[config.mk]
export PLATFORM = sky130hd
export DESIGN_NAME = cascaded_biquad_iir_filter_core_flat
export DESIGN_NICKNAME = d
export VERILOG_FILES = /design/src/hw/rtl/cbiq_pkg.sv /design/src/hw/rtl/cbiq_if.sv /design/src/hw/rtl/cascaded_biquad_iir_filter_core.sv /design/src/hw/rtl/cbiq_ram.sv /design/src/hw/rtl/cbiq_seq.sv /design/src/hw/rtl/cbiq_datapath.sv /design/src/flat_wrapper.sv
export VERILOG_INCLUDE_DIRS = /design/src /design/src/hw/rtl
export SDC_FILE = /design/constraint.sdc
export NUM_CORES = 2
export LEC_CHECK = 0
export BUFFER_PORTS_ARGS = -buffer_cell sky130_fd_sc_hd__buf_2
export CORE_MARGIN = 1
export CORE_UTILIZATION = 65
export CTS_BUF_LIST = sky130_fd_sc_hd__clkbuf_4 sky130_fd_sc_hd__clkbuf_8
export CTS_CLUSTER_DIAMETER = 150
export DETAILED_ROUTE_END_ITERATION = 8
export PLACE_DENSITY = 0.82
export RECOVER_POWER = 100
export SLEW_MARGIN = 20
export SYNTH_ARGS = -nofsm -noshare
export SYNTH_HDL_FRONTEND = slang
export SYNTH_SLANG_ARGS = --single-unit
[constraint.sdc]
create_clock -name clock -period 21.7 [get_ports clock]
set_input_delay 1.085 -clock clock [delete_from_list [all_inputs] [get_ports clock]]
set_output_delay 1.085 -clock clock [all_outputs]
set_load 0.02 [all_outputs]
[src/hw/rtl/cascaded_biquad_iir_filter_core_macros.svh]
// assertion macros shared by the biquad filter core rtl
// no dependencies; included by files that carry concurrent assertions
`ifndef CASCADED_BIQUAD_IIR_FILTER_CORE_MACROS_SVH
`define CASCADED_BIQUAD_IIR_FILTER_CORE_MACROS_SVH

// same-cycle implication, disabled during reset
`define CBIQ_ASSERT_NOW(label, clk, rst, ante, cons, msg) \
   label: assert property (@(posedge clk) disable iff (rst) (ante) |-> (cons)) \
      else $error(msg);

// next-cycle implication, disabled during reset
`define CBIQ_ASSERT_NEXT(label, clk, rst, ante, cons, msg) \
   label: assert property (@(posedge clk) disable iff (rst) (ante) |=> (cons)) \
      else $error(msg);

`endif

[src/hw/rtl/cbiq_pkg.sv]
// shared constants, types, microcode rom and rounding functions of the biquad core
// no dependencies; used by every other rtl file of the block but cbiq_ram
`timescale 1ns / 1ps

package cbiq_pkg;

   // sizing
   localparam int SECTION_COUNT     = 4;
   localparam int SLOTS_PER_SECTION = 5;
   localparam int COEF_DEPTH        = SECTION_COUNT * SLOTS_PER_SECTION;
   localparam int COEF_ADDR_W       = $clog2(COEF_DEPTH);
   localparam int SEC_W             = (SECTION_COUNT > 1) ? $clog2(SECTION_COUNT) : 1;
   localparam int CNT_W             = $clog2(SECTION_COUNT + 1);

   // field widths
   localparam int ACTION_W  = 2;
   localparam int SAMPLE_W  = 16;
   localparam int SECTION_W = 2;
   localparam int SLOT_W    = 3;
   localparam int COEF_W    = 24;
   localparam int ACTIVE_W  = 3;

   // datapath widths: state q8.24, products q12.44, accumulator with headroom
   localparam int STATE_W    = 32;
   localparam int PROD_W     = COEF_W + STATE_W;
   localparam int ACC_W      = 58;
   localparam int FRAC_SHIFT = 20;
   localparam int IN_SHIFT   = 9;

   // transaction actions
   typedef enum logic [ACTION_W-1:0] {
      ACT_FILTER = 2'd0,
      ACT_LOAD   = 2'd1,
      ACT_CLEAR  = 2'd2
   } action_type;

   // coefficient slots inside a section
   localparam logic [SLOT_W-1:0] SLOT_B0 = 3'd0;
   localparam logic [SLOT_W-1:0] SLOT_B1 = 3'd1;
   localparam logic [SLOT_W-1:0] SLOT_B2 = 3'd2;
   localparam logic [SLOT_W-1:0] SLOT_A1 = 3'd3;
   localparam logic [SLOT_W-1:0] SLOT_A2 = 3'd4;

   typedef enum logic [1:0] {
      MUL_W1,
      MUL_W2,
      MUL_W
   } mul_sel_type;

   typedef enum logic [2:0] {
      ACC_NOP,
      ACC_LOAD_X,
      ACC_SUB,
      ACC_ADD,
      ACC_LOAD_P
   } acc_op_type;

   typedef enum logic [1:0] {
      OUT_NONE,
      OUT_FILTER,
      OUT_BYPASS
   } out_op_type;

   typedef enum logic [1:0] {
      JMP_NONE,
      JMP_NO_SECTIONS,
      JMP_MORE
   } jmp_type;

   // program counter
   localparam int PROG_LEN = 10;
   localparam int PC_W     = $clog2(PROG_LEN);
   localparam logic [PC_W-1:0] PC_SECTION = 4'd0;
   localparam logic [PC_W-1:0] PC_BYPASS  = 4'd9;

   // datapath control word
   typedef struct packed {
      logic              rd_en;
      logic [SLOT_W-1:0] rd_slot;
      logic              mul_en;
      mul_sel_type       mul_sel;
      acc_op_type        acc_op;
      logic              w_load;
      logic              val_load;
      out_op_type        out_op;
   } ctrl_type;

   // full microinstruction
   typedef struct packed {
      ctrl_type        ctrl;
      jmp_type         jmp;
      logic [PC_W-1:0] target;
      logic            last;
   } ucode_type;

   // datapath status seen by the sequencer
   typedef struct packed {
      logic no_sections;
      logic more_sections;
   } status_type;

   // finished result
   typedef struct packed {
      logic signed [SAMPLE_W-1:0] sample;
      logic                       saturated;
   } result_type;

   typedef struct packed {
      logic signed [STATE_W-1:0] value;
      logic                      clip;
   } round_state_type;

   typedef struct packed {
      logic signed [SAMPLE_W-1:0] value;
      logic                       clip;
   } round_sample_type;

   localparam ctrl_type CTRL_NOP = '{
      rd_en: 1'b0, rd_slot: SLOT_B0, mul_en: 1'b0, mul_sel: MUL_W1,
      acc_op: ACC_NOP, w_load: 1'b0, val_load: 1'b0, out_op: OUT_NONE};

   // microcode rom: one section takes steps 0..7, each coefficient read is registered before
   // its multiply, and each product is registered before it is accumulated
   function automatic ucode_type ucode_rom(input logic [PC_W-1:0] pc);
      ucode_type u;
      u        = '0;
      u.ctrl   = CTRL_NOP;
      u.jmp    = JMP_NONE;
      u.target = PC_SECTION;
      u.last   = 1'b0;
      case (pc)
         4'd0: begin
            u.ctrl.rd_en   = 1'b1;
            u.ctrl.rd_slot = SLOT_A1;
            u.ctrl.acc_op  = ACC_LOAD_X;
            u.jmp          = JMP_NO_SECTIONS;
            u.target       = PC_BYPASS;
         end
         4'd1: begin
            u.ctrl.rd_en   = 1'b1;
            u.ctrl.rd_slot = SLOT_A2;
            u.ctrl.mul_en  = 1'b1;
            u.ctrl.mul_sel = MUL_W1;
         end
         4'd2: begin
            u.ctrl.rd_en   = 1'b1;
            u.ctrl.rd_slot = SLOT_B1;
            u.ctrl.mul_en  = 1'b1;
            u.ctrl.mul_sel = MUL_W2;
            u.ctrl.acc_op  = ACC_SUB;
         end
         4'd3: begin
            u.ctrl.rd_en   = 1'b1;
            u.ctrl.rd_slot = SLOT_B2;
            u.ctrl.mul_en  = 1'b1;
            u.ctrl.mul_sel = MUL_W1;
            u.ctrl.acc_op  = ACC_SUB;
         end
         4'd4: begin
            u.ctrl.rd_en   = 1'b1;
            u.ctrl.rd_slot = SLOT_B0;
            u.ctrl.mul_en  = 1'b1;
            u.ctrl.mul_sel = MUL_W2;
            u.ctrl.w_load  = 1'b1;
            u.ctrl.acc_op  = ACC_LOAD_P;
         end
         4'd5: begin
            u.ctrl.mul_en  = 1'b1;
            u.ctrl.mul_sel = MUL_W;
            u.ctrl.acc_op  = ACC_ADD;
         end
         4'd6: begin
            u.ctrl.acc_op  = ACC_ADD;
         end
         4'd7: begin
            u.ctrl.val_load = 1'b1;
            u.jmp           = JMP_MORE;
            u.target        = PC_SECTION;
         end
         4'd8: begin
            u.ctrl.out_op = OUT_FILTER;
            u.last        = 1'b1;
         end
         4'd9: begin
            u.ctrl.out_op = OUT_BYPASS;
            u.last        = 1'b1;
         end
         default: begin
            u.last = 1'b1;
         end
      endcase
      return u;
   endfunction

   // q12.44 sum back to q8.24, round half up, saturate to 32 bits
   function automatic round_state_type round_state(input logic signed [ACC_W-1:0] acc);
      logic signed [ACC_W-1:0]            biased;
      logic signed [ACC_W-FRAC_SHIFT-1:0] shifted;
      logic [ACC_W-FRAC_SHIFT-STATE_W:0]  top;
      round_state_type                    r;
      biased  = acc + (ACC_W'(1) <<< (FRAC_SHIFT - 1));
      shifted = biased[ACC_W-1:FRAC_SHIFT];
      top     = shifted[ACC_W-FRAC_SHIFT-1:STATE_W-1];
      if ((&top) || !(|top)) begin
         r.value = shifted[STATE_W-1:0];
         r.clip  = 1'b0;
      end else begin
         r.value = shifted[ACC_W-FRAC_SHIFT-1] ? {1'b1, {(STATE_W-1){1'b0}}}
                                               : {1'b0, {(STATE_W-1){1'b1}}};
         r.clip  = 1'b1;
      end
      return r;
   endfunction

   // q8.24 value to q1.15, round half up, saturate to 16 bits
   function automatic round_sample_type round_sample(input logic signed [STATE_W-1:0] val);
      logic signed [STATE_W:0]          biased;
      logic signed [STATE_W-IN_SHIFT:0] shifted;
      logic [STATE_W-IN_SHIFT-SAMPLE_W+1:0] top;
      round_sample_type                 r;
      biased  = (STATE_W+1)'(val) + ((STATE_W+1)'(1) <<< (IN_SHIFT - 1));
      shifted = biased[STATE_W:IN_SHIFT];
      top     = shifted[STATE_W-IN_SHIFT:SAMPLE_W-1];
      if ((&top) || !(|top)) begin
         r.value = shifted[SAMPLE_W-1:0];
         r.clip  = 1'b0;
      end else begin
         r.value = shifted[STATE_W-IN_SHIFT] ? {1'b1, {(SAMPLE_W-1){1'b0}}}
                                             : {1'b0, {(SAMPLE_W-1){1'b1}}};
         r.clip  = 1'b1;
      end
      return r;
   endfunction

endpackage

[src/hw/rtl/cbiq_if.sv]
// handshake channel interfaces of the biquad core: request, response, register write
// depends on cbiq_pkg for field widths
`timescale 1ns / 1ps

// request channel: filter, coefficient load and clear transactions
interface cbiq_req_if;
   logic                                  valid;
   logic                                  ready;
   logic [cbiq_pkg::ACTION_W-1:0]         action;
   logic signed [cbiq_pkg::SAMPLE_W-1:0]  sample_in;
   logic [cbiq_pkg::SECTION_W-1:0]        section_index;
   logic [cbiq_pkg::SLOT_W-1:0]           coef_slot;
   logic signed [cbiq_pkg::COEF_W-1:0]    coef_value;

   modport source (output valid, action, sample_in, section_index, coef_slot, coef_value,
                   input ready);
   modport sink   (input valid, action, sample_in, section_index, coef_slot, coef_value,
                   output ready);
endinterface

// response channel: one filtered sample per filter transaction
interface cbiq_rsp_if;
   logic                                  valid;
   logic                                  ready;
   logic signed [cbiq_pkg::SAMPLE_W-1:0]  sample_out;
   logic                                  saturated;

   modport source (output valid, sample_out, saturated, input ready);
   modport sink   (input valid, sample_out, saturated, output ready);
endinterface

// register write channel: active section count
interface cbiq_csr_if;
   logic                            valid;
   logic                            ready;
   logic [cbiq_pkg::ACTIVE_W-1:0]   active_sections;

   modport source (output valid, active_sections, input ready);
   modport sink   (input valid, active_sections, output ready);
endinterface

[src/hw/rtl/cascaded_biquad_iir_filter_core.sv]
// Load and clear transactions take effect at the accepting edge. A filter transaction runs the
// section steps once per active section and then the output step, or only the bypass step when
// no section is active; the next request is taken the cycle after the response is loaded.
// A new request is taken only when no filter transaction runs, and the output step waits for a
// free response register; all sections share one multiply-accumulate unit behind the registered
// coefficient ram read. Reset (synchronous) zeroes delay state, coefficients (per-entry valid
// bits), active_sections and the response valid flag.
// depends on cbiq_pkg, cbiq_if, cbiq_seq, cbiq_datapath and the macro header
`timescale 1ns / 1ps
`include "cascaded_biquad_iir_filter_core_macros.svh"

module cascaded_biquad_iir_filter_core (
   input  logic        clock,
   input  logic        reset,
   cbiq_req_if.sink    req_ch,
   cbiq_rsp_if.source  rsp_ch,
   cbiq_csr_if.sink    csr_ch
);

   logic [cbiq_pkg::ACTIVE_W-1:0]          active_ff, active_in;
   logic                                   rsp_valid_ff, rsp_valid_in;
   logic signed [cbiq_pkg::SAMPLE_W-1:0]   rsp_sample_ff, rsp_sample_in;
   logic                                   rsp_sat_ff, rsp_sat_in;
   logic                                   req_fire;
   logic                                   start_en;
   logic                                   load_en;
   logic                                   clear_en;
   logic                                   out_free;
   logic                                   out_fire;
   logic                                   seq_idle;
   cbiq_pkg::ctrl_type                     seq_ctrl;
   cbiq_pkg::status_type                   dp_status;
   cbiq_pkg::result_type                   dp_result;

   // register write channel
   assign csr_ch.ready = 1'b1;
   always_comb begin
      active_in = active_ff;
      if (csr_ch.valid && csr_ch.ready) begin
         active_in = csr_ch.active_sections;
      end
   end

   // request decode
   assign req_ch.ready = seq_idle;
   assign req_fire     = req_ch.valid && req_ch.ready;
   assign start_en     = req_fire && (req_ch.action == cbiq_pkg::ACT_FILTER);
   assign load_en      = req_fire && (req_ch.action == cbiq_pkg::ACT_LOAD);
   assign clear_en     = req_fire && (req_ch.action == cbiq_pkg::ACT_CLEAR);

   cbiq_seq u_seq (
      .clock    (clock),
      .reset    (reset),
      .start    (start_en),
      .status   (dp_status),
      .out_free (out_free),
      .ctrl     (seq_ctrl),
      .idle     (seq_idle)
   );

   cbiq_datapath u_datapath (
      .clock           (clock),
      .reset           (reset),
      .ctrl            (seq_ctrl),
      .start_en        (start_en),
      .load_en         (load_en),
      .clear_en        (clear_en),
      .sample_in       (req_ch.sample_in),
      .section_index   (req_ch.section_index),
      .coef_slot       (req_ch.coef_slot),
      .coef_value      (req_ch.coef_value),
      .active_sections (active_ff),
      .status          (dp_status),
      .result          (dp_result)
   );

   // response register
   assign out_free = !rsp_valid_ff || rsp_ch.ready;
   assign out_fire = (seq_ctrl.out_op != cbiq_pkg::OUT_NONE) && out_free;

   always_comb begin
      rsp_valid_in  = rsp_valid_ff;
      rsp_sample_in = rsp_sample_ff;
      rsp_sat_in    = rsp_sat_ff;
      if (out_fire) begin
         rsp_valid_in  = 1'b1;
         rsp_sample_in = dp_result.sample;
         rsp_sat_in    = dp_result.saturated;
      end else if (rsp_ch.ready) begin
         rsp_valid_in = 1'b0;
      end
   end

   always_ff @(posedge clock) begin
      if (reset) begin
         active_ff    <= '0;
         rsp_valid_ff <= 1'b0;
      end else begin
         active_ff    <= active_in;
         rsp_valid_ff <= rsp_valid_in;
      end
   end

   always_ff @(posedge clock) begin
      rsp_sample_ff <= rsp_sample_in;
      rsp_sat_ff    <= rsp_sat_in;
   end

   assign rsp_ch.valid      = rsp_valid_ff;
   assign rsp_ch.sample_out = rsp_sample_ff;
   assign rsp_ch.saturated  = rsp_sat_ff;

   // a filter transaction keeps the request side closed while it runs
   `CBIQ_ASSERT_NEXT(a_filter_blocks_req, clock, reset, start_en, !req_ch.ready,
      "request accepted while a filter transaction is running")

   // a finished sample always lands in the response register
   `CBIQ_ASSERT_NEXT(a_out_loads_rsp, clock, reset, out_fire, rsp_valid_ff,
      "finished sample did not reach the response register")

   // bypass never reports clipping
   `CBIQ_ASSERT_NEXT(a_bypass_no_sat, clock, reset,
      out_fire && (seq_ctrl.out_op == cbiq_pkg::OUT_BYPASS), !rsp_sat_ff,
      "bypass response flagged as saturated")

endmodule

[src/hw/rtl/cbiq_ram.sv]
// generic single-port-write, single-port-read ram with registered read data
// no dependencies
`timescale 1ns / 1ps

module cbiq_ram #(
   parameter int WIDTH = 24,
   parameter int DEPTH = 20
) (
   input  logic                     clock,
   input  logic                     wr_en,
   input  logic [$clog2(DEPTH)-1:0] wr_addr,
   input  logic [WIDTH-1:0]         wr_data,
   input  logic                     rd_en,
   input  logic [$clog2(DEPTH)-1:0] rd_addr,
   output logic [WIDTH-1:0]         rd_data
);

   logic [WIDTH-1:0] mem_ff [DEPTH];
   logic [WIDTH-1:0] rd_data_ff;

   // write port
   always_ff @(posedge clock) begin
      if (wr_en) begin
         mem_ff[wr_addr] <= wr_data;
      end
   end

   // registered read port
   always_ff @(posedge clock) begin
      if (rd_en) begin
         rd_data_ff <= mem_ff[rd_addr];
      end
   end

   assign rd_data = rd_data_ff;

endmodule

[src/hw/rtl/cbiq_seq.sv]
// microcode sequencer: step counter, control rom lookup and conditional jumps
// depends on cbiq_pkg for the rom, control word and status types
`timescale 1ns / 1ps

module cbiq_seq (
   input  logic                 clock,
   input  logic                 reset,
   input  logic                 start,
   input  cbiq_pkg::status_type status,
   input  logic                 out_free,
   output cbiq_pkg::ctrl_type   ctrl,
   output logic                 idle
);

   logic [cbiq_pkg::PC_W-1:0] pc_ff, pc_in;
   logic                      busy_ff, busy_in;
   cbiq_pkg::ucode_type       uword;
   logic                      stall;
   logic                      taken;

   // fetch the current control word
   assign uword = cbiq_pkg::ucode_rom(pc_ff);

   // output steps wait for the response register to free up
   assign stall = busy_ff && (uword.ctrl.out_op != cbiq_pkg::OUT_NONE) && !out_free;

   // jump condition
   always_comb begin
      case (uword.jmp)
         cbiq_pkg::JMP_NO_SECTIONS: taken = status.no_sections;
         cbiq_pkg::JMP_MORE:        taken = status.more_sections;
         default:                   taken = 1'b0;
      endcase
   end

   // next step
   always_comb begin
      pc_in   = pc_ff;
      busy_in = busy_ff;
      if (!busy_ff) begin
         if (start) begin
            busy_in = 1'b1;
            pc_in   = cbiq_pkg::PC_SECTION;
         end
      end else if (!stall) begin
         if (uword.last) begin
            busy_in = 1'b0;
            pc_in   = cbiq_pkg::PC_SECTION;
         end else if (taken) begin
            pc_in = uword.target;
         end else begin
            pc_in = pc_ff + 1'b1;
         end
      end
   end

   always_ff @(posedge clock) begin
      if (reset) begin
         pc_ff   <= cbiq_pkg::PC_SECTION;
         busy_ff <= 1'b0;
      end else begin
         pc_ff   <= pc_in;
         busy_ff <= busy_in;
      end
   end

   // control only acts while a filter transaction runs
   assign ctrl = busy_ff ? uword.ctrl : cbiq_pkg::CTRL_NOP;
   assign idle = !busy_ff;

endmodule

[src/hw/rtl/cbiq_datapath.sv]
// biquad datapath: coefficient ram, delay state, shared multiply-accumulate, rounding
// depends on cbiq_pkg and cbiq_ram
`timescale 1ns / 1ps

module cbiq_datapath (
   input  logic                                  clock,
   input  logic                                  reset,
   input  cbiq_pkg::ctrl_type                    ctrl,
   input  logic                                  start_en,
   input  logic                                  load_en,
   input  logic                                  clear_en,
   input  logic signed [cbiq_pkg::SAMPLE_W-1:0]  sample_in,
   input  logic [cbiq_pkg::SECTION_W-1:0]        section_index,
   input  logic [cbiq_pkg::SLOT_W-1:0]           coef_slot,
   input  logic signed [cbiq_pkg::COEF_W-1:0]    coef_value,
   input  logic [cbiq_pkg::ACTIVE_W-1:0]         active_sections,
   output cbiq_pkg::status_type                  status,
   output cbiq_pkg::result_type                  result
);

   logic signed [cbiq_pkg::STATE_W-1:0] delay_one_ff [cbiq_pkg::SECTION_COUNT];
   logic signed [cbiq_pkg::STATE_W-1:0] delay_one_in [cbiq_pkg::SECTION_COUNT];
   logic signed [cbiq_pkg::STATE_W-1:0] delay_two_ff [cbiq_pkg::SECTION_COUNT];
   logic signed [cbiq_pkg::STATE_W-1:0] delay_two_in [cbiq_pkg::SECTION_COUNT];
   logic [cbiq_pkg::COEF_DEPTH-1:0]     coef_valid_ff, coef_valid_in;
   logic                                coef_rd_valid_ff, coef_rd_valid_in;
   logic [cbiq_pkg::SEC_W-1:0]          sec_ff, sec_in;
   logic                                clip_ff, clip_in;
   logic signed [cbiq_pkg::STATE_W-1:0] val_ff, val_in;
   logic signed [cbiq_pkg::STATE_W-1:0] w_ff, w_in;
   logic signed [cbiq_pkg::ACC_W-1:0]   acc_ff, acc_in;
   logic signed [cbiq_pkg::PROD_W-1:0]  prod_ff, prod_in;

   logic [cbiq_pkg::CNT_W-1:0]          n_sections;
   logic                                load_ok;
   logic [cbiq_pkg::COEF_ADDR_W-1:0]    wr_addr;
   logic [cbiq_pkg::COEF_ADDR_W-1:0]    rd_addr;
   logic [cbiq_pkg::COEF_W-1:0]         ram_rdata;
   logic signed [cbiq_pkg::COEF_W-1:0]  coef_op;
   logic signed [cbiq_pkg::STATE_W-1:0] w1_cur, w2_cur;
   logic signed [cbiq_pkg::STATE_W-1:0] mul_op;
   cbiq_pkg::round_state_type           acc_round;
   cbiq_pkg::round_sample_type          out_round;

   // sections in use, clamped to the section count
   always_comb begin
      if (int'(active_sections) > cbiq_pkg::SECTION_COUNT) begin
         n_sections = cbiq_pkg::CNT_W'(cbiq_pkg::SECTION_COUNT);
      end else begin
         n_sections = cbiq_pkg::CNT_W'(active_sections);
      end
   end

   assign status.no_sections   = (n_sections == '0);
   assign status.more_sections = (cbiq_pkg::CNT_W'(sec_ff) + cbiq_pkg::CNT_W'(1)) < n_sections;

   // coefficient addressing: section * slots + slot
   assign load_ok = (int'(section_index) < cbiq_pkg::SECTION_COUNT)
                 && (int'(coef_slot) < cbiq_pkg::SLOTS_PER_SECTION);
   assign wr_addr = cbiq_pkg::COEF_ADDR_W'(section_index)
                  * cbiq_pkg::COEF_ADDR_W'(cbiq_pkg::SLOTS_PER_SECTION)
                  + cbiq_pkg::COEF_ADDR_W'(coef_slot);
   assign rd_addr = cbiq_pkg::COEF_ADDR_W'(sec_ff)
                  * cbiq_pkg::COEF_ADDR_W'(cbiq_pkg::SLOTS_PER_SECTION)
                  + cbiq_pkg::COEF_ADDR_W'(ctrl.rd_slot);

   cbiq_ram #(
      .WIDTH (cbiq_pkg::COEF_W),
      .DEPTH (cbiq_pkg::COEF_DEPTH)
   ) u_coef_ram (
      .clock   (clock),
      .wr_en   (load_en && load_ok),
      .wr_addr (wr_addr),
      .wr_data (coef_value),
      .rd_en   (ctrl.rd_en),
      .rd_addr (rd_addr),
      .rd_data (ram_rdata)
   );

   // never-written coefficients read as zero
   always_comb begin
      coef_valid_in    = coef_valid_ff;
      coef_rd_valid_in = coef_rd_valid_ff;
      if (load_en && load_ok) begin
         coef_valid_in[wr_addr] = 1'b1;
      end
      if (ctrl.rd_en) begin
         coef_rd_valid_in = coef_valid_ff[rd_addr];
      end
   end

   assign coef_op = coef_rd_valid_ff ? $signed(ram_rdata) : '0;

   // current section delay pair
   assign w1_cur = delay_one_ff[sec_ff];
   assign w2_cur = delay_two_ff[sec_ff];

   // multiplier operand and product register
   always_comb begin
      case (ctrl.mul_sel)
         cbiq_pkg::MUL_W1: mul_op = w1_cur;
         cbiq_pkg::MUL_W2: mul_op = w2_cur;
         cbiq_pkg::MUL_W:  mul_op = w_ff;
         default:          mul_op = w1_cur;
      endcase
      prod_in = ctrl.mul_en ? (coef_op * mul_op) : prod_ff;
   end

   // accumulator
   always_comb begin
      case (ctrl.acc_op)
         cbiq_pkg::ACC_LOAD_X: acc_in = cbiq_pkg::ACC_W'(val_ff) <<< cbiq_pkg::FRAC_SHIFT;
         cbiq_pkg::ACC_SUB:    acc_in = acc_ff - cbiq_pkg::ACC_W'(prod_ff);
         cbiq_pkg::ACC_ADD:    acc_in = acc_ff + cbiq_pkg::ACC_W'(prod_ff);
         cbiq_pkg::ACC_LOAD_P: acc_in = cbiq_pkg::ACC_W'(prod_ff);
         default:              acc_in = acc_ff;
      endcase
   end

   assign acc_round = cbiq_pkg::round_state(acc_ff);
   assign out_round = cbiq_pkg::round_sample(val_ff);

   // section state, running value, clip flag
   always_comb begin
      delay_one_in = delay_one_ff;
      delay_two_in = delay_two_ff;
      sec_in       = sec_ff;
      clip_in      = clip_ff;
      val_in       = val_ff;
      w_in         = w_ff;
      if (start_en) begin
         val_in  = cbiq_pkg::STATE_W'(sample_in) <<< cbiq_pkg::IN_SHIFT;
         sec_in  = '0;
         clip_in = 1'b0;
      end
      if (ctrl.w_load) begin
         w_in    = acc_round.value;
         clip_in = clip_ff | acc_round.clip;
      end
      if (ctrl.val_load) begin
         val_in               = acc_round.value;
         clip_in              = clip_ff | acc_round.clip;
         delay_two_in[sec_ff] = w1_cur;
         delay_one_in[sec_ff] = w_ff;
         sec_in               = sec_ff + 1'b1;
      end
      if (clear_en) begin
         for (int i = 0; i < cbiq_pkg::SECTION_COUNT; i++) begin
            delay_one_in[i] = '0;
            delay_two_in[i] = '0;
         end
      end
   end

   // state with defined reset
   always_ff @(posedge clock) begin
      if (reset) begin
         for (int i = 0; i < cbiq_pkg::SECTION_COUNT; i++) begin
            delay_one_ff[i] <= '0;
            delay_two_ff[i] <= '0;
         end
         coef_valid_ff    <= '0;
         coef_rd_valid_ff <= 1'b0;
         sec_ff           <= '0;
         clip_ff          <= 1'b0;
      end else begin
         delay_one_ff     <= delay_one_in;
         delay_two_ff     <= delay_two_in;
         coef_valid_ff    <= coef_valid_in;
         coef_rd_valid_ff <= coef_rd_valid_in;
         sec_ff           <= sec_in;
         clip_ff          <= clip_in;
      end
   end

   // arithmetic registers
   always_ff @(posedge clock) begin
      val_ff  <= val_in;
      w_ff    <= w_in;
      acc_ff  <= acc_in;
      prod_ff <= prod_in;
   end

   // result: rounded output or the untouched sample in bypass
   always_comb begin
      if (ctrl.out_op == cbiq_pkg::OUT_BYPASS) begin
         result.sample    = val_ff[cbiq_pkg::SAMPLE_W+cbiq_pkg::IN_SHIFT-1:cbiq_pkg::IN_SHIFT];
         result.saturated = 1'b0;
      end else begin
         result.sample    = out_round.value;
         result.saturated = clip_ff | out_round.clip;
      end
   end

endmodule

[src/flat_wrapper.sv]
// flat-port wrapper written by rule: the top's interface ports become plain ports
module cascaded_biquad_iir_filter_core_flat 
  (clock, reset, req_ch_valid, req_ch_action, req_ch_sample_in, req_ch_section_index, req_ch_coef_slot, req_ch_coef_value, req_ch_ready, rsp_ch_valid, rsp_ch_sample_out, rsp_ch_saturated, rsp_ch_ready, csr_ch_valid, csr_ch_active_sections, csr_ch_ready);
  cbiq_req_if req_ch_i ();
  cbiq_rsp_if rsp_ch_i ();
  cbiq_csr_if csr_ch_i ();
  input  logic clock;
  input  logic reset;
  input wire logic [$bits(req_ch_i.valid)-1:0] req_ch_valid;
  input wire logic [$bits(req_ch_i.action)-1:0] req_ch_action;
  input wire logic [$bits(req_ch_i.sample_in)-1:0] req_ch_sample_in;
  input wire logic [$bits(req_ch_i.section_index)-1:0] req_ch_section_index;
  input wire logic [$bits(req_ch_i.coef_slot)-1:0] req_ch_coef_slot;
  input wire logic [$bits(req_ch_i.coef_value)-1:0] req_ch_coef_value;
  output wire logic [$bits(req_ch_i.ready)-1:0] req_ch_ready;
  output wire logic [$bits(rsp_ch_i.valid)-1:0] rsp_ch_valid;
  output wire logic [$bits(rsp_ch_i.sample_out)-1:0] rsp_ch_sample_out;
  output wire logic [$bits(rsp_ch_i.saturated)-1:0] rsp_ch_saturated;
  input wire logic [$bits(rsp_ch_i.ready)-1:0] rsp_ch_ready;
  input wire logic [$bits(csr_ch_i.valid)-1:0] csr_ch_valid;
  input wire logic [$bits(csr_ch_i.active_sections)-1:0] csr_ch_active_sections;
  output wire logic [$bits(csr_ch_i.ready)-1:0] csr_ch_ready;
  assign req_ch_i.valid = req_ch_valid;
  assign req_ch_i.action = req_ch_action;
  assign req_ch_i.sample_in = req_ch_sample_in;
  assign req_ch_i.section_index = req_ch_section_index;
  assign req_ch_i.coef_slot = req_ch_coef_slot;
  assign req_ch_i.coef_value = req_ch_coef_value;
  assign req_ch_ready = req_ch_i.ready;
  assign rsp_ch_valid = rsp_ch_i.valid;
  assign rsp_ch_sample_out = rsp_ch_i.sample_out;
  assign rsp_ch_saturated = rsp_ch_i.saturated;
  assign rsp_ch_i.ready = rsp_ch_ready;
  assign csr_ch_i.valid = csr_ch_valid;
  assign csr_ch_i.active_sections = csr_ch_active_sections;
  assign csr_ch_ready = csr_ch_i.ready;
  cascaded_biquad_iir_filter_core u_core (.clock(clock), .reset(reset), .req_ch(req_ch_i), .rsp_ch(rsp_ch_i), .csr_ch(csr_ch_i));
endmodule
Yosys cells after proc, flatten, opt, wreduce, memory -nomap -nowiden
Memories as Yosys holds them, arrays and structs flattened. A register that Yosys moved wholly into a read port is not among the register bits.
Index checks and enable logic that the tools add are counted.
- bits in registers: 484
- bits in writable memories: 480
- bits of input ports: 55
- output and inout port bits: 20
- logic and storage cells: 159
- memories kept: 1
- add/subtract/negate cells: 9
- $mul: 3
- magnitude comparators: 8
- equal/unequal tests: 21
- multiplexer cells: 52
- bitwise operators: 4
- reductions and logical operators: 39
- memories (name ; words ; width ; rd ports ; clocked after Yosys merged registers in ; wr ports ; RTL line ; RTL):
    u_core.u_datapath.u_coef_ram.mem_ff ; 20 ; 24 ; 1 ; 1 ; 1 ; cbiq_ram.sv:18 ; logic [WIDTH-1:0] mem_ff [DEPTH];
- operators by type and width (operator ; number):
    $bwmux 128 ; 2
    $mux 32 ; 8
    $pmux 58 s4 ; 1
    $bmux 32 s2 ; 2
    $demux 32 s2 ; 1
    $pmux 32 s2 ; 1
    $add 58x21->58 const B ; 1
    $add 58x56->58 ; 1
    $sub 58x56->58 ; 1
    $mul 24x32->56 ; 1
    $mux 17 ; 2
    $add 32x10->33 const B ; 1
    $mux 33 ; 1
    $mux 24 ; 1
    $mux 4 ; 5
    $or 20x20->20 ; 1
    $pmux 4 s5 ; 1
    $eq 4x3->1 const B ; 4
    $mux 16 ; 1
    $mux 1 ; 15
    $mux 14 ; 1
    $lt 5x6->1 const B ; 2
    $pmux 3 s4 ; 1
    $pmux 6 s2 ; 1
    45 further kinds ; 80

Logic depth before layout (Yosys ltp)
- depth after elaboration: 8
- depth in mapped cells: 38
- gate-level depth less buffers: 34

Cells and area by module
From an unflattened synthesis, not the netlist that was laid out.
- cell total of the unflattened synthesis: 6937
- area total of the unflattened synthesis: 71793.9 µm²
- by module, submodules not included (module ; times used ; cells each ; area an instance (µm²) ; sequential area each (µm²)):
    cbiq_datapath ; 1 ; 5816 ; 51160.3 ; 10950.5
    cbiq_ram ; 1 ; 1005 ; 19356.1 ; 15134.5
    cascaded_biquad_iir_filter_core ; 1 ; 37 ; 689.4 ; 590.6
    cbiq_seq ; 1 ; 79 ; 588.1 ; 100.1

Worst setup path after synthesis
No wires, ideal clock.
- path type: flip-flop to flip-flop
- start: reg u_core.u_seq.busy_ff
- end: reg u_core.u_datapath.prod_ff[55] (netlist bit) (data pin)
- setup time: 0.260 ns
- arrival: 8.896 ns
- required time: 21.440 ns
- setup slack: 12.545 ns
- stages on the path, launching flop included: 35
- path buffers: 5
- cell sequence: dfxtp_1 > clkbuf_1 > clkbuf_1 > nand2b_1 > or2_2 > inv_1 > ha_1 > clkbuf_1 > clkbuf_1 > o21ai_1 > nand3_1 > inv_1 > fa_1 > fa_1 > inv_1 > fa_1 > inv_1 > fa_1 > fa_1 > fa_1 > inv_1 > fa_1 > inv_1 > ha_1 > clkbuf_1 > a211oi_1 > o21ai_1 > a311oi_1 > nor3b_1 > or4_1 > and3_1 > o311a_1 > nor2_1 > o211ai_1 > xnor2_1
- longest elaborated chain between the ends: 4
- elaborated cells between the ends (all ways): 5
- those cells by class: 1 x mul; 2 x eq/ne; 2 x mux
- ends and longest elaborated chain (what ; RTL line ; RTL):
    start, declared ; cbiq_seq.sv:16 ; logic busy_ff, busy_in;
    start signal, assigned ; cbiq_seq.sv:63 ; busy_ff <= busy_in;
    $mux 14 (*) ; cbiq_seq.sv:68 ; assign ctrl = busy_ff ? uword.ctrl : cbiq_pkg::CTRL_NOP;
    $eq 2x2->1 / $eq 2x1->1 (equally long branches) ; cbiq_datapath.sv:100 ; case (ctrl.mul_sel)
    $pmux 32 s2 (*) ; cbiq_datapath.sv:100 ;
    $mul 24x32->56 (*) ; cbiq_datapath.sv:106 ; prod_in = ctrl.mul_en ? (coef_op * mul_op) : prod_ff;
    end signal, assigned ; cbiq_datapath.sv:181 ; prod_ff <= prod_in;
    end, declared ; cbiq_datapath.sv:32 ; logic signed [cbiq_pkg::PROD_W-1:0] prod_ff, prod_in;
Every way passes the cells marked *; elsewhere a longest branch is shown, timed or not.
A chain may end at the register's enable or synchronous reset.

Worst setup path in the final report
- start: reg u_core.u_datapath.sec_ff[1] (netlist bit)
- end: reg u_core.u_datapath.prod_ff[54] (netlist bit) (data pin)
- longest elaborated chain between the ends: 6
- elaborated cells between the ends (all ways): 9
- those cells by class: 1 x mul; 7 x mux; 1 x bitwise
- ends and longest elaborated chain (what ; RTL line ; RTL):
    start, declared ; cbiq_datapath.sv:27 ; logic [cbiq_pkg::SEC_W-1:0] sec_ff, sec_in;
    start signal, assigned ; cbiq_datapath.sv:171 ; sec_ff <= sec_in;
    $not 2->3 (not written as such) (*) ; cbiq_datapath.sv:95, cbiq_datapath.sv:96 ;
    $bmux 32 s2, on equally long branches ; cbiq_datapath.sv:95, cbiq_datapath.sv:96 ;
    $mux 32, on equally long branches (2 in series) ; cbiq_datapath.sv:95, cbiq_datapath.sv:96 ;
    $pmux 32 s2 (*) ; cbiq_datapath.sv:100 ;
    $mul 24x32->56 (*) ; cbiq_datapath.sv:106 ;
Every way passes the cells marked *; elsewhere a longest branch is shown, timed or not. The select of a mux whose other input is x is not followed.

==> impl_summary.md <==
Route
The average wire per cell in the routed design is 26.00 um. The final wirelength is 212.6 mm. In this run the remaining antenna-violating nets after routing total 0. After the first detailed-routing iteration, the DRC count stood at 6076. The routed via count is 52510. The remaining design rule violation count is 0. The ratio of routed vias to standard cells is 6.422. The first-pass iteration count of the detailed router is 8.

Outcome
The final reports fail on capacitance limit, slew limit. The run finished, with violations left.

Synthesis
Of the synthesized area, sequential elements account for 0.3748. The post-synthesis async set-or-reset flop share is 0. After synthesis, the cell types taking the most area are sky130_fd_sc_hd__edfxtp_1 (29%), sky130_fd_sc_hd__fa_1 (22%), sky130_fd_sc_hd__dfxtp_1 (8.1%). The number of flops mapped to enable cells by yosys is 699. The top flip-flop cell by instance count after synthesis is sky130_fd_sc_hd__edfxtp_1.

The share of Yosys cell area claimed by the top area cell type is 0.2938. In this run the cell area of the synthesized design comes to 0.07143 mm2. The number of warnings printed during yosys synthesis is 0. The mean area per synthesized cell is 10.73 um2. In this run, synthesis produced a sequential element count of 988. The distinct cell type count after synthesis is 87. The cell taking the most area after synthesis is sky130_fd_sc_hd__edfxtp_1. The number of nets in the synthesized netlist is 7732. The cell count after synthesis is 6655.

Floorplan
The core box area is 0.1089 mm2. After floorplanning, the core was divided into 121 placement rows. 75 I/O pins were placed. The initial cell density of the core is 0.6562.

The chip height is 333.5 um. The die span in x is 333.5 um. The die covers 0.1112 mm2.

Pwr
The internal power contribution is 0.002964 W. The power share of the combinational group is 0.054. Power spread over the standard cell area amounts to 51.45 mW/mm2. The worst ir drop on vdd is 81.91 uV.

The total power is 0.003920 W. Of the total power, the share spent switching nets is 0.2439. The leakage power is 29.98 nW. The part of the power in the clock network is 0.423. The net switching power figure is 0.0009561 W.

Of the total power, registers draw 0.522.

Place
Detailed placement ended at an HPWL of 148.1 mm. Routability-driven placement finished with a final weighted congestion of 1.016. Input and output buffers added on the ports amount to 73.

Critical path
STA classifies the critical path startpoint as a flip-flop. The peak fanout along the critical path is 57. STA classifies the critical path endpoint as a flip-flop. The depth of the worst register-to-register path is 26. The worst register-to-register path ends at u_core.u_datapath.prod_ff[54]. The worst register-to-register path has a setup slack of 8180 ps.

The arrival time reported for the critical path endpoint is 14140 ps. The critical register-to-register path startpoint is u_core.u_datapath.sec_ff[1]. The worst setup path is of the flip-flop to flip-flop kind. At the worst endpoint, the required time is 22310 ps.

Clock tree
Buffers added to address setup during post-CTS repair amount to 0. The tree is rooted in a sky130_fd_sc_hd__clkbuf_8. The number of buffers inserted during clock tree synthesis is 156.

The number of sinks driven by the clock tree is 988. The H-tree depth reported by CTS is 4. The TritonCTS clock tree is done. The latest clock arrival within the worst-skew pair is 900 ps.

The clock transition time at the flip-flop clock pins of the worst setup and hold paths is 60 ps. Gates resized during post-CTS repair numbered 0. The buffer levels on the longest clock path is 3. The number of hold buffers added after CTS was 0.

GRT
The pin count of the biggest net entering global routing is 124. The via count of the first global-routing pass is 53760. The number of antenna violations at the first check in global routing came to 11. For this run, the total global-route usage over all layers was measured as 0.3881.

The global-route congestion overflow total is 0. The wire length of the first global-routing pass is 321.2 mm.

Final layout
The count of filler cells inserted in the layout is 7592. The layout overhead on the synthesized area is 6.672%. The library cells used most frequently in the layout, excluding fill and tap cells, are sky130_fd_sc_hd__nand2_1 (1070), sky130_fd_sc_hd__inv_1 (833), sky130_fd_sc_hd__fa_1 (786), sky130_fd_sc_hd__edfxtp_1 (699), sky130_fd_sc_hd__nor2_1 (605). The most common cell after layout, fill and taps aside is sky130_fd_sc_hd__nand2_1. The utilization after layout is 0.7000. At the end of the flow, the number of nets in the layout was 7706.

In the final layout, the share of cells above drive strength 1 is 0.09754.

Timing
The clock arrives with 62.58 ps of skew. The worst-case headroom to the max-slew limit is -1.659. The count of final hold-check violations is 0. The transition time of the tightest slew-check pin is 3989 ps.

Setup repair after global routing left no endpoint under its margin. The worst path needs 13520 ps of the cycle, external delays included. The final critical-path share of the clock period is 0.6231.

The final setup violation count is 0. The worst hold slack across all endpoints is 450.4 ps. The max-slew violation count is 1314. The achievable clock frequency is 73.96 MHz.

The setup TNS after final layout is 0 ps.

Min path
The worst hold-check path type is flip-flop to flip-flop. The worst min-delay path endpoint is u_core.u_datapath.delay_two_ff[57]. Along the worst hold path, the cell count comes to 2. The startpoint identified for the worst hold timing path is u_core.u_datapath.delay_two_ff[57].

Job
Max-cap violations in this run came to 39.
-- per-layer routing --
layer  global-route usage  share of wire  vias to the layer above
li1                     -              -                    22140
met1               0.4903           0.35                    25980
met2               0.5922           0.45                     3593
met3               0.1057           0.12                      786
met4               0.2548          0.075                       10
met5                    0        0.00032                        -
-- cell families (layout without fill, tap and decap cells) --
logic type	after synthesis	count (layout)	synth area share
AND/OR/NAND/NOR	2033	2033	0.1196
buffers and inverters	1202	1303	0.06355
adder cells (fa/ha/maj)	1022	1022	0.2616
flip-flops	988	988	0.3748
AO/OA/AOI/OAI	943	943	0.08028
multiplexers	262	262	0.07507
XOR/XNOR	204	204	0.02501
other	1	8	0.00005250
-- flip-flops by register name, summed over array words and instances (netlist names) --
signal                                count
u_core.u_datapath.sec_ff                  2
u_core.u_datapath.w_ff                   32
u_core.rsp_ch.saturated                   1
u_core.u_datapath.delay_one_ff          128
u_core.u_datapath.u_coef_ram.rd_data     24
u_core.u_datapath.prod_ff                56
u_core.u_seq.pc_ff                        4
u_core.u_datapath.val_ff                 32
u_core.rsp_ch.sample_out                 16
u_core.u_datapath.u_coef_ram.mem_ff     480
u_core.u_datapath.coef_valid_ff          20
u_core.u_datapath.clip_ff                 1
u_core.rsp_ch.valid                       1
u_core.u_datapath.delay_two_ff          128
u_core.active_ff                          3
u_core.u_datapath.coef_rd_valid_ff        1
u_core.u_datapath.acc_ff                 58
u_core.u_seq.busy_ff                      1
-- cells in the mapped netlist (all sizes together) (44+ instances only) --
master,count
nand2,1074
inv,834
fa,786
edfxtp,699
nor2,622
a21oi,428
clkbuf,316
dfxtp,289
ha,236
mux4,214
o21ai,181
xnor2,114
xor2,90
a21o,70
a22oi,62
nand3,62
buf,51
nand4,47
o21a,44
-- per-stage QoR --
step                      setup WS, ps  area, um2  std cells
after global routing              7929      76190       8175
after floorplan                  12540      71430       6655
after detailed placement         11080      73220       7884
after CTS                        11070      76480       8169
final                             8179      76200       8177
after global placement           11160      73220       7884
-- power groups by stage --
stage | logic (W) | clock network [W] | registers [W]
6_report | 0.000212 | 0.00166 | 0.00205
5_1_grt | 0.000224 | 0.00175 | 0.00205
4_1_cts | 0.000208 | 0.00167 | 0.00205
3_5_place_dp | 0.000206 | 0 | 0.00209
3_3_place_gp | 0.000201 | 0 | 0.00208
2_1_floorplan | 0.000131 | 0 | 0.00208
-- worst max-delay path by stage --
stage                                            from                            end  slack [ps]  cells after the start
after global placement    u_core.u_datapath.sec_ff[0]  u_core.u_datapath.prod_ff[55]       11160                     27
after floorplan                  u_core.u_seq.busy_ff  u_core.u_datapath.prod_ff[55]       12540                     34
final                     u_core.u_datapath.sec_ff[1]  u_core.u_datapath.prod_ff[54]        8180                     26
after global routing      u_core.u_datapath.sec_ff[1]  u_core.u_datapath.prod_ff[52]        7930                     26
after CTS                 u_core.u_datapath.sec_ff[0]  u_core.u_datapath.prod_ff[55]       11070                     27
after detailed placement  u_core.u_datapath.sec_ff[0]  u_core.u_datapath.prod_ff[55]       11080                     27
-- worst max-delay path, stage by stage (launching register included) --
cell and delay (ps):
sky130_fd_sc_hd__dfxtp_1 790, sky130_fd_sc_hd__clkbuf_1 2840, sky130_fd_sc_hd__mux4_2 520, sky130_fd_sc_hd__a22oi_1 170, sky130_fd_sc_hd__nor2_1 70, sky130_fd_sc_hd__a21oi_2 140, sky130_fd_sc_hd__clkbuf_1 1390, sky130_fd_sc_hd__nor2_1 120
sky130_fd_sc_hd__fa_1 470, sky130_fd_sc_hd__fa_1 470, sky130_fd_sc_hd__fa_1 390, sky130_fd_sc_hd__ha_1 230, sky130_fd_sc_hd__fa_1 470, sky130_fd_sc_hd__fa_1 540, sky130_fd_sc_hd__inv_1 50, sky130_fd_sc_hd__fa_1 470
sky130_fd_sc_hd__inv_1 40, sky130_fd_sc_hd__ha_1 370, sky130_fd_sc_hd__nand3_1 130, sky130_fd_sc_hd__or4_1 550, sky130_fd_sc_hd__a2111oi_0 1000, sky130_fd_sc_hd__a211o_1 400, sky130_fd_sc_hd__a41oi_1 360, sky130_fd_sc_hd__o31a_1 390
sky130_fd_sc_hd__o21ai_0 430, sky130_fd_sc_hd__a311oi_1 200, sky130_fd_sc_hd__xnor2_1 150
-- final cells by class --
class	count	area [um2]	area share
well taps	1414	1769	0.02322
clock buffers	211	2604	0.03417
flip-flops and latches	988	26780	0.3514
multi-input cells	4465	40210	0.5277
inverters	835	3134	0.04113
repair buffers	183	1027	0.01348
diodes	7	17.52	0.0002299
clock inverters	74	658.1	0.008637
No activity file was read; power rests on OpenSTA's default activity.
